$ cat src/hdl/ttm_pkg.sv
`timescale 1ns / 1ps
`default_nettype none
package ttm_pkg;

	localparam int TIME_W = 64;
	localparam int PER_W  = 32;
	localparam int WIN_W  = 27;
	localparam int ID_W   = 5;
	localparam int KIND_W = 3;

	// one hour in ms
	localparam logic [WIN_W-1:0] WIN_RESET = WIN_W'(60 * 60 * 1000);
	localparam logic [TIME_W-1:0] TIME_ALL_ONES = '1;

	// request kinds
	localparam logic [KIND_W-1:0] K_ADD     = 3'd0;
	localparam logic [KIND_W-1:0] K_CANCEL  = 3'd1;
	localparam logic [KIND_W-1:0] K_REFRESH = 3'd2;
	localparam logic [KIND_W-1:0] K_RESET   = 3'd3;
	localparam logic [KIND_W-1:0] K_QUERY   = 3'd4;
	localparam logic [KIND_W-1:0] K_EXPIRE  = 3'd5;

	// register index
	localparam logic REG_WINDOW = 1'b0;

	// status from the scan engine
	typedef struct packed {
		logic done;
		logic found;
		logic hit;
	} scan_stat_t;

endpackage
`default_nettype wire

$ cat src/hdl/ttm_scan.sv
`timescale 1ns / 1ps
`default_nettype none
module ttm_scan #(
	parameter int SLOTS = 32,
	parameter int AW    = 5
) (
	input  wire                          clk,
	input  wire                          arst_n,
	input  wire                          start,
	input  wire [SLOTS-1:0]              mask,
	input  wire                          due_only,
	input  wire [ttm_pkg::TIME_W-1:0]    lim,
	input  wire [ttm_pkg::TIME_W-1:0]    rdata,
	output logic [AW-1:0]                raddr,
	output ttm_pkg::scan_stat_t          stat,
	output logic [AW-1:0]                cur_id,
	output logic [AW-1:0]                best_id,
	output logic [ttm_pkg::TIME_W-1:0]   best_exp
);
	import ttm_pkg::*;

	localparam logic [AW-1:0] LAST = AW'(SLOTS - 1);

	logic          busy_q;
	logic [AW-1:0] cnt_q;
	logic          chk_s1;
	logic [AW-1:0] id_s1;
	logic          done_q;
	logic          bv_q;
	logic [AW-1:0] bid_q;
	logic [TIME_W-1:0] bexp_q;
	logic          cand;

	// candidate: selected slot, optionally due by lim
	assign cand = chk_s1 && mask[id_s1] && (!due_only || (rdata <= lim));

	// one slot read per cycle, compared in the cycle after its read
	always_ff @(posedge clk or negedge arst_n) begin
		if (!arst_n) begin
			busy_q <= 1'b0;
			cnt_q  <= '0;
			chk_s1 <= 1'b0;
			id_s1  <= '0;
			done_q <= 1'b0;
			bv_q   <= 1'b0;
			bid_q  <= '0;
			bexp_q <= '0;
		end else begin
			chk_s1 <= busy_q;
			id_s1  <= cnt_q;
			done_q <= chk_s1 && (id_s1 == LAST);
			if (start) begin
				busy_q <= 1'b1;
				cnt_q  <= '0;
				bv_q   <= 1'b0;
			end else begin
				if (busy_q) begin
					cnt_q <= cnt_q + AW'(1);
					if (cnt_q == LAST) begin
						busy_q <= 1'b0;
					end
				end
				// strict compare keeps the lower slot on a tie
				if (cand && (!bv_q || (rdata < bexp_q))) begin
					bv_q   <= 1'b1;
					bid_q  <= id_s1;
					bexp_q <= rdata;
				end
			end
		end
	end

	assign raddr      = cnt_q;
	assign cur_id     = id_s1;
	assign best_id    = bid_q;
	assign best_exp   = bexp_q;
	assign stat.done  = done_q;
	assign stat.found = bv_q;
	assign stat.hit   = cand;
endmodule
`default_nettype wire

$ cat config.mk
export PLATFORM = sky130hd
export DESIGN_NAME = ttm_scan
export DESIGN_NICKNAME = d
export VERILOG_FILES = /design/src/hdl/ttm_pkg.sv /design/src/hdl/ttm_scan.sv
export SDC_FILE = /design/constraint.sdc
export NUM_CORES = 1
export LEC_CHECK = 0
export BUFFER_PORTS_ARGS = -buffer_cell sky130_fd_sc_hd__buf_2
export CORE_ASPECT_RATIO = 0.6
export CORE_UTILIZATION = 50
export CTS_BUF_LIST = sky130_fd_sc_hd__clkbuf_16
export DETAILED_ROUTE_END_ITERATION = 10
export GPL_ROUTABILITY_DRIVEN = 0
export PLACE_DENSITY = 0.81
export SETUP_SLACK_MARGIN = 0.05
export SYNTH_ARGS = -nofsm -noshare
export SYNTH_HDL_FRONTEND = slang
export SYNTH_SLANG_ARGS = --single-unit
$ cat constraint.sdc
create_clock -name clk -period 5.7 [get_ports clk]
set_clock_uncertainty 0.15 [all_clocks]
set_input_delay 0.57 -clock clk [delete_from_list [all_inputs] [get_ports clk]]
set_output_delay 0.57 -clock clk [all_outputs]
set_load 0.02 [all_outputs]
Yosys cells after proc, flatten, opt, wreduce, memory -nomap -nowiden:

Index checks and enable logic that the tools add are counted.

* register bits: 83
* input bits: 164
* output and inout port bits: 82
* word-level logic and storage cells: 35

* add/subtract/negate cells: 1
* order comparisons: 3
* equal/unequal tests: 2
* mux-type cells: 9
* bitwise operators: 1
* reduce and logical (&&, ||, !) cells: 11

Operators by type and width (count)
* $le A64 B64 Y1: 1
* $lt A64 B64 Y1: 1
* $eq A5 B5 Y1 const B: 2
* $mux W5: 2
* $lt A5 B6 Y1 const B: 1
* $mux W1: 6
* $add A5 B1 Y5 const B: 1
* $bmux W1 S5: 1
* $logic_and A1 B1 Y1: 4
* $reduce_bool A2 Y1: 2
* $logic_not A1 Y1: 2
* $logic_or A1 B1 Y1: 2
* $reduce_and A2 Y1: 1
* $not A1 Y1: 1

Logic depth before layout (Yosys ltp):

* depth in word-level cells: 7
* gate-level depth with buffers: 12
* mapped depth without buffers: 10

Worst setup path after synthesis:

No wires, ideal clock.

* kind: input to register
* start point: in lim[1] in the netlist's numbering
* end point: reg bexp_q[34], in the netlist best_exp[34]
* library setup time: 125 ps
* arrival: 3048 ps
* data required time: 5425 ps
* setup slack: 2377 ps
* stages: 12
* buffers on the path: 2
* path through: inv_1 -> ha_1 -> nor2b_1 -> o211ai_2 -> a2111oi_1 -> or4b_1 -> a2111oi_2 -> o211ai_2 -> nor2_4 -> buf_6 -> buf_8 -> mux2_4

* longest elaborated chain between the ends: 5

RTL lines
* from (decl): line ttm_scan.sv:12 `input wire [ttm_pkg::TIME_W-1:0] lim,`
* $le A64 B64 Y1: line ttm_scan.sv:35 `assign cand = chk_s1 && mask[id_s1] && (!due_only || (rdata <= lim));`
* $logic_or A1 B1 Y1: line ttm_scan.sv:35
* $logic_and A1 B1 Y1: line ttm_scan.sv:35
* $logic_and A1 B1 Y1: line ttm_scan.sv:64 `if (cand && (!bv_q || (rdata < bexp_q))) begin`
* $reduce_and A2 Y1 (no line)
* to (signal assigned): line ttm_scan.sv:67 `bexp_q <= rdata;`
* to (decl): line ttm_scan.sv:31 `logic [TIME_W-1:0] bexp_q;`

Every way passes these cells.
A chain may end at the register's enable or synchronous reset.

Worst setup path after layout:

* start point: in rdata[63] in the netlist's numbering
* end point: reg bexp_q[26], in the netlist best_exp[26]

* longest elaborated chain between the ends: 5
* elaborated cells between the ends (all ways): 7
* those cells by class: order compare (2); reduce/logical (5)

RTL lines
* from (decl): line ttm_scan.sv:13 `input wire [ttm_pkg::TIME_W-1:0] rdata,`
* $le A64 B64 Y1: line ttm_scan.sv:35
* $logic_or A1 B1 Y1: line ttm_scan.sv:35
* $logic_and A1 B1 Y1: line ttm_scan.sv:35
* $logic_and A1 B1 Y1 (*): line ttm_scan.sv:64
* $reduce_and A2 Y1 (no line) (*)

Mark *: on every way between the ends. The rest lies on a longest branch, timed or not.

==> results.json <==
{
  "antenna_cells_inserted": 0,
  "cts_max_path_buffers": 2,
  "ys_ff_latch": 83,
  "timing.setup.tns_ns": 0,
  "synth_area_per_cell_um2": 9.962,
  "finalHoldViolations": 0,
  "rows": 32,
  "num_io_pins": 246,
  "floorplan.initialDensity": 0.5139,
  "cts.sinks": 83,
  "post_route_cells_drive_above_1_share": 0.3794,
  "fin_worst_hold_slack_ns": 0.07171,
  "clkLatencyLatePin_ns": 0.33,
  "critical_path_class": "in -> reg",
  "maxCapViolCount": 0,
  "routed_wirelength_um": 17480,
  "grt_max_degree": 45,
  "design_power_total_w": 0.003481,
  "power.share.clock": 0.204,
  "seq_area_mm2": 0.002077,
  "power_density_mw_per_mm2": 417.9,
  "synth-async-reset-ratio": 1.000,
  "num-nets-final": 1200,
  "max_slew.worst_pin.slew_ns": 0.7507,
  "clock-root-buffer": "sky130_fd_sc_hd__clkbuf_16",
  "combPwrFrac": 0.496,
  "global_route_usage_over_all_layers": 0.2640,
  "chipHeight_um": 91.03,
  "route.detailed.vias_per_inst": 5.343,
  "synthCells": 663,
  "switchingPower_w": 0.001417,
  "arrival_ns": 4.16,
  "number_of_antenna_violations_at_the_first_check_in_global_routing": 0,
  "synth.largest_area_cell": "sky130_fd_sc_hd__dfrtp_1",
  "final-setup-viol-count": 0,
  "largest_cells_by_area_after_synthesis": "sky130_fd_sc_hd__dfrtp_1 (31%), sky130_fd_sc_hd__ha_1 (24%), sky130_fd_sc_hd__mux2_2 (10%), sky130_fd_sc_hd__inv_1 (7.6%), sky130_fd_sc_hd__a21oi_1 (3.9%)",
  "post_dp_cell_area_mm2": 0.007963,
  "timing.critical_path.fanout_max": 30,
  "power_frac_seq": 0.300,
  "max-slew-margin-rel": 0.4949,
  "intPower_w": 0.002063,
  "end_kind": "flip-flop",
  "final.fill_count": 1071,
  "multi_input_comb_area_mm2": 0.003923,
  "postCtsHoldBufs": 0,
  "synth_seq_area_share": 0.3145,
  "antenna_violating_nets_post_route": 0,
  "routedWlPerCell_um": 16.15,
  "dp_hpwl_um": 14660,
  "timing.critical_path.from_type": "primary input",
  "cell_area_after_technology_mapping_mm2": 0.006605,
  "cts_resized": 0,
  "p_leak_nw": 4.653,
  "tightest_hold_check_type": "in -> async",
  "rsz0062_at_grt": "false",
  "cts_tree": "built",
  "synth-warning-count": 0,
  "floorplan.die_area_mm2": 0.01369,
  "cts_inserted_buffers": 9,
  "cts_max_level": 3,
  "final_min_period_over_clock_period": 0.7189,
  "period_minus_slack_ns": 4.098,
  "drt-pass1-iter-count": 5,
  "fp.coreArea_mm2": 0.01285,
  "area_delta_synth_final_pct": 26.10,
  "grt_overflow_total": 0,
  "die_width_um": 150.4,
  "synth_largest_type_area_fraction": 0.3145,
  "vdd_ir_drop_max_mv": 0.1892,
  "synthDistinctLibCells": 49,
  "io_buffers": 245,
  "ys_dominant_reg_cell": "sky130_fd_sc_hd__dfrtp_1",
  "fmax_mhz": 244.0,
  "grt_pass1_vias": 5509,
  "drv_slew": 0,
  "grt_pass1_wl_um": 28020,
  "postLayoutSetupSlackWorst_ns": 1.602,
  "dr.first_iter.drc_count": 220,
  "synth_edf_count": 0,
  "synth.net_count": 956,
  "clkTransAtPathRegs_ns": 0.06,
  "crit_required_ns": 5.76,
  "swShare": 0.4072,
  "route.vias.total": 5781,
  "route.detailed.drc": 0,
  "r2r_cells": 11,
  "dp_worst_setup_slack_ns": 1.339,
  "fin_area_mm2": 0.008329,
  "post-cts-setup-buffer-count": 0,
  "status": "complete, no violations"
}
[stage by stage]
step	utilization	cells
final	0.6481	1082
after detailed placement	0.6195	1066
after floorplan	-	663
after global routing	0.6481	1082
after CTS	0.6481	1082
after global placement	0.6195	1066
[power groups by stage]
stage / sequential, W / combinational (W) / clock (W)
2_1_floorplan: 0.00131 / 0.000874 / 0
3_3_place_gp: 0.00104 / 0.00167 / 0
3_5_place_dp: 0.00105 / 0.00172 / 0
4_1_cts: 0.00104 / 0.00173 / 0.000726
5_1_grt: 0.00108 / 0.00191 / 0.000752
6_report: 0.00105 / 0.00173 / 0.000710
[critical path, stage by stage]
cell,delay (ns)
sky130_fd_sc_hd__buf_2,0.12
sky130_fd_sc_hd__ha_1,0.31
sky130_fd_sc_hd__nand4_1,0.18
sky130_fd_sc_hd__nor4_1,0.71
sky130_fd_sc_hd__nand3_1,0.35
sky130_fd_sc_hd__o31ai_1,0.41
sky130_fd_sc_hd__o211ai_2,0.18
sky130_fd_sc_hd__nor2_4,0.42
sky130_fd_sc_hd__buf_4,0.47
sky130_fd_sc_hd__mux2_2,0.39
[synth_stat cells (2+ instances only)]
library cell	instances
sky130_fd_sc_hd__o31ai_1	2
sky130_fd_sc_hd__mux2_4	10
sky130_fd_sc_hd__nand4_1	27
sky130_fd_sc_hd__nand2_1	31
sky130_fd_sc_hd__nor4_1	3
sky130_fd_sc_hd__buf_4	8
sky130_fd_sc_hd__mux4_2	9
sky130_fd_sc_hd__o31a_1	2
sky130_fd_sc_hd__mux2_2	59
sky130_fd_sc_hd__mux2i_1	3
sky130_fd_sc_hd__nand2b_1	2
sky130_fd_sc_hd__a21boi_0	2
sky130_fd_sc_hd__nand3_1	14
sky130_fd_sc_hd__a221oi_1	2
sky130_fd_sc_hd__o311ai_0	2
sky130_fd_sc_hd__o211ai_2	2
sky130_fd_sc_hd__dfrtp_1	83
sky130_fd_sc_hd__a21oi_1	51
sky130_fd_sc_hd__and3_1	2
sky130_fd_sc_hd__a21o_1	13
sky130_fd_sc_hd__clkbuf_1	4
sky130_fd_sc_hd__nor3_1	4
sky130_fd_sc_hd__a211oi_1	5
sky130_fd_sc_hd__ha_1	129
sky130_fd_sc_hd__inv_1	133
sky130_fd_sc_hd__a31oi_1	2
sky130_fd_sc_hd__o21ai_0	20
sky130_fd_sc_hd__xor2_1	2
sky130_fd_sc_hd__nor2_1	17
[cells by family after synthesis]
group	synth area share
buffers and inverters	0.09168
adder cells (fa/ha/maj)	0.2444
AO/OA/AOI/OAI	0.1065
AND/OR/NAND/NOR	0.08051
flip-flops	0.3145
multiplexers	0.1586
XOR/XNOR	0.003979
[sequential cells by signal, summed over array words and instances, names as in the netlist]
name,cells
cur_id,5
busy_q,1
done_q,1
bv_q,1
chk_s1,1
best_exp,64
raddr,5
best_id,5
[placed cells by master (no fill, tap or decap), drive strengths merged, types with 3 or more instances in the layout]
cell type / synthesis / routed
nand4: 27 / 27
buf: 11 / 248
a21o: 13 / 13
mux4: 9 / 9
a2111oi: 3 / 3
a211oi: 5 / 5
bufinv: 0 / 4
nor3: 4 / 4
o21ai: 21 / 21
a21oi: 51 / 51
ha: 129 / 129
clkbuf: 4 / 9
nand2: 31 / 31
nor2: 18 / 18
nor4: 3 / 3
dfrtp: 83 / 83
mux2i: 3 / 3
nand3: 14 / 14
inv: 133 / 134
mux2: 69 / 69
[path summary, 6_finish.rpt]
| path | start | slack [ns] | end |
|---|---|---|---|
| min in group clk | raddr[4]$_DFFE_PN0P_ | 0.31 | cur_id[4]$_DFF_PN0_ |
| max in group asynchronous | arst_n | 4.32 | cur_id[4]$_DFF_PN0_ |
| worst max-delay path | rdata[63] | 1.60 | best_exp[26]$_DFFE_PN0P_ |
| worst min register to register | raddr[4]$_DFFE_PN0P_ | 0.31 | cur_id[4]$_DFF_PN0_ |
| worst max register to register | best_exp[21]$_DFFE_PN0P_ | 1.91 | best_exp[26]$_DFFE_PN0P_ |
| worst min-delay path | arst_n | 0.07 | best_exp[21]$_DFFE_PN0P_ |
[per-layer routing]
layer	global-route usage	routed length (um)
met1	0.3829	8491
met2	0.4132	7719
met3	0.05025	1195
met4	0.03956	70
met5	0	0
[cell type report]
type | instances | share of cell area
sequential | 83 | 0.2494
clock buffer | 9 | 0.02704
inverter | 133 | 0.05994
timing repair buffer | 248 | 0.1502
clock inverter | 7 | 0.01697
multi-input combinational | 432 | 0.4709
tap | 170 | 0.02554
Power figures use the tool's default switching activity.
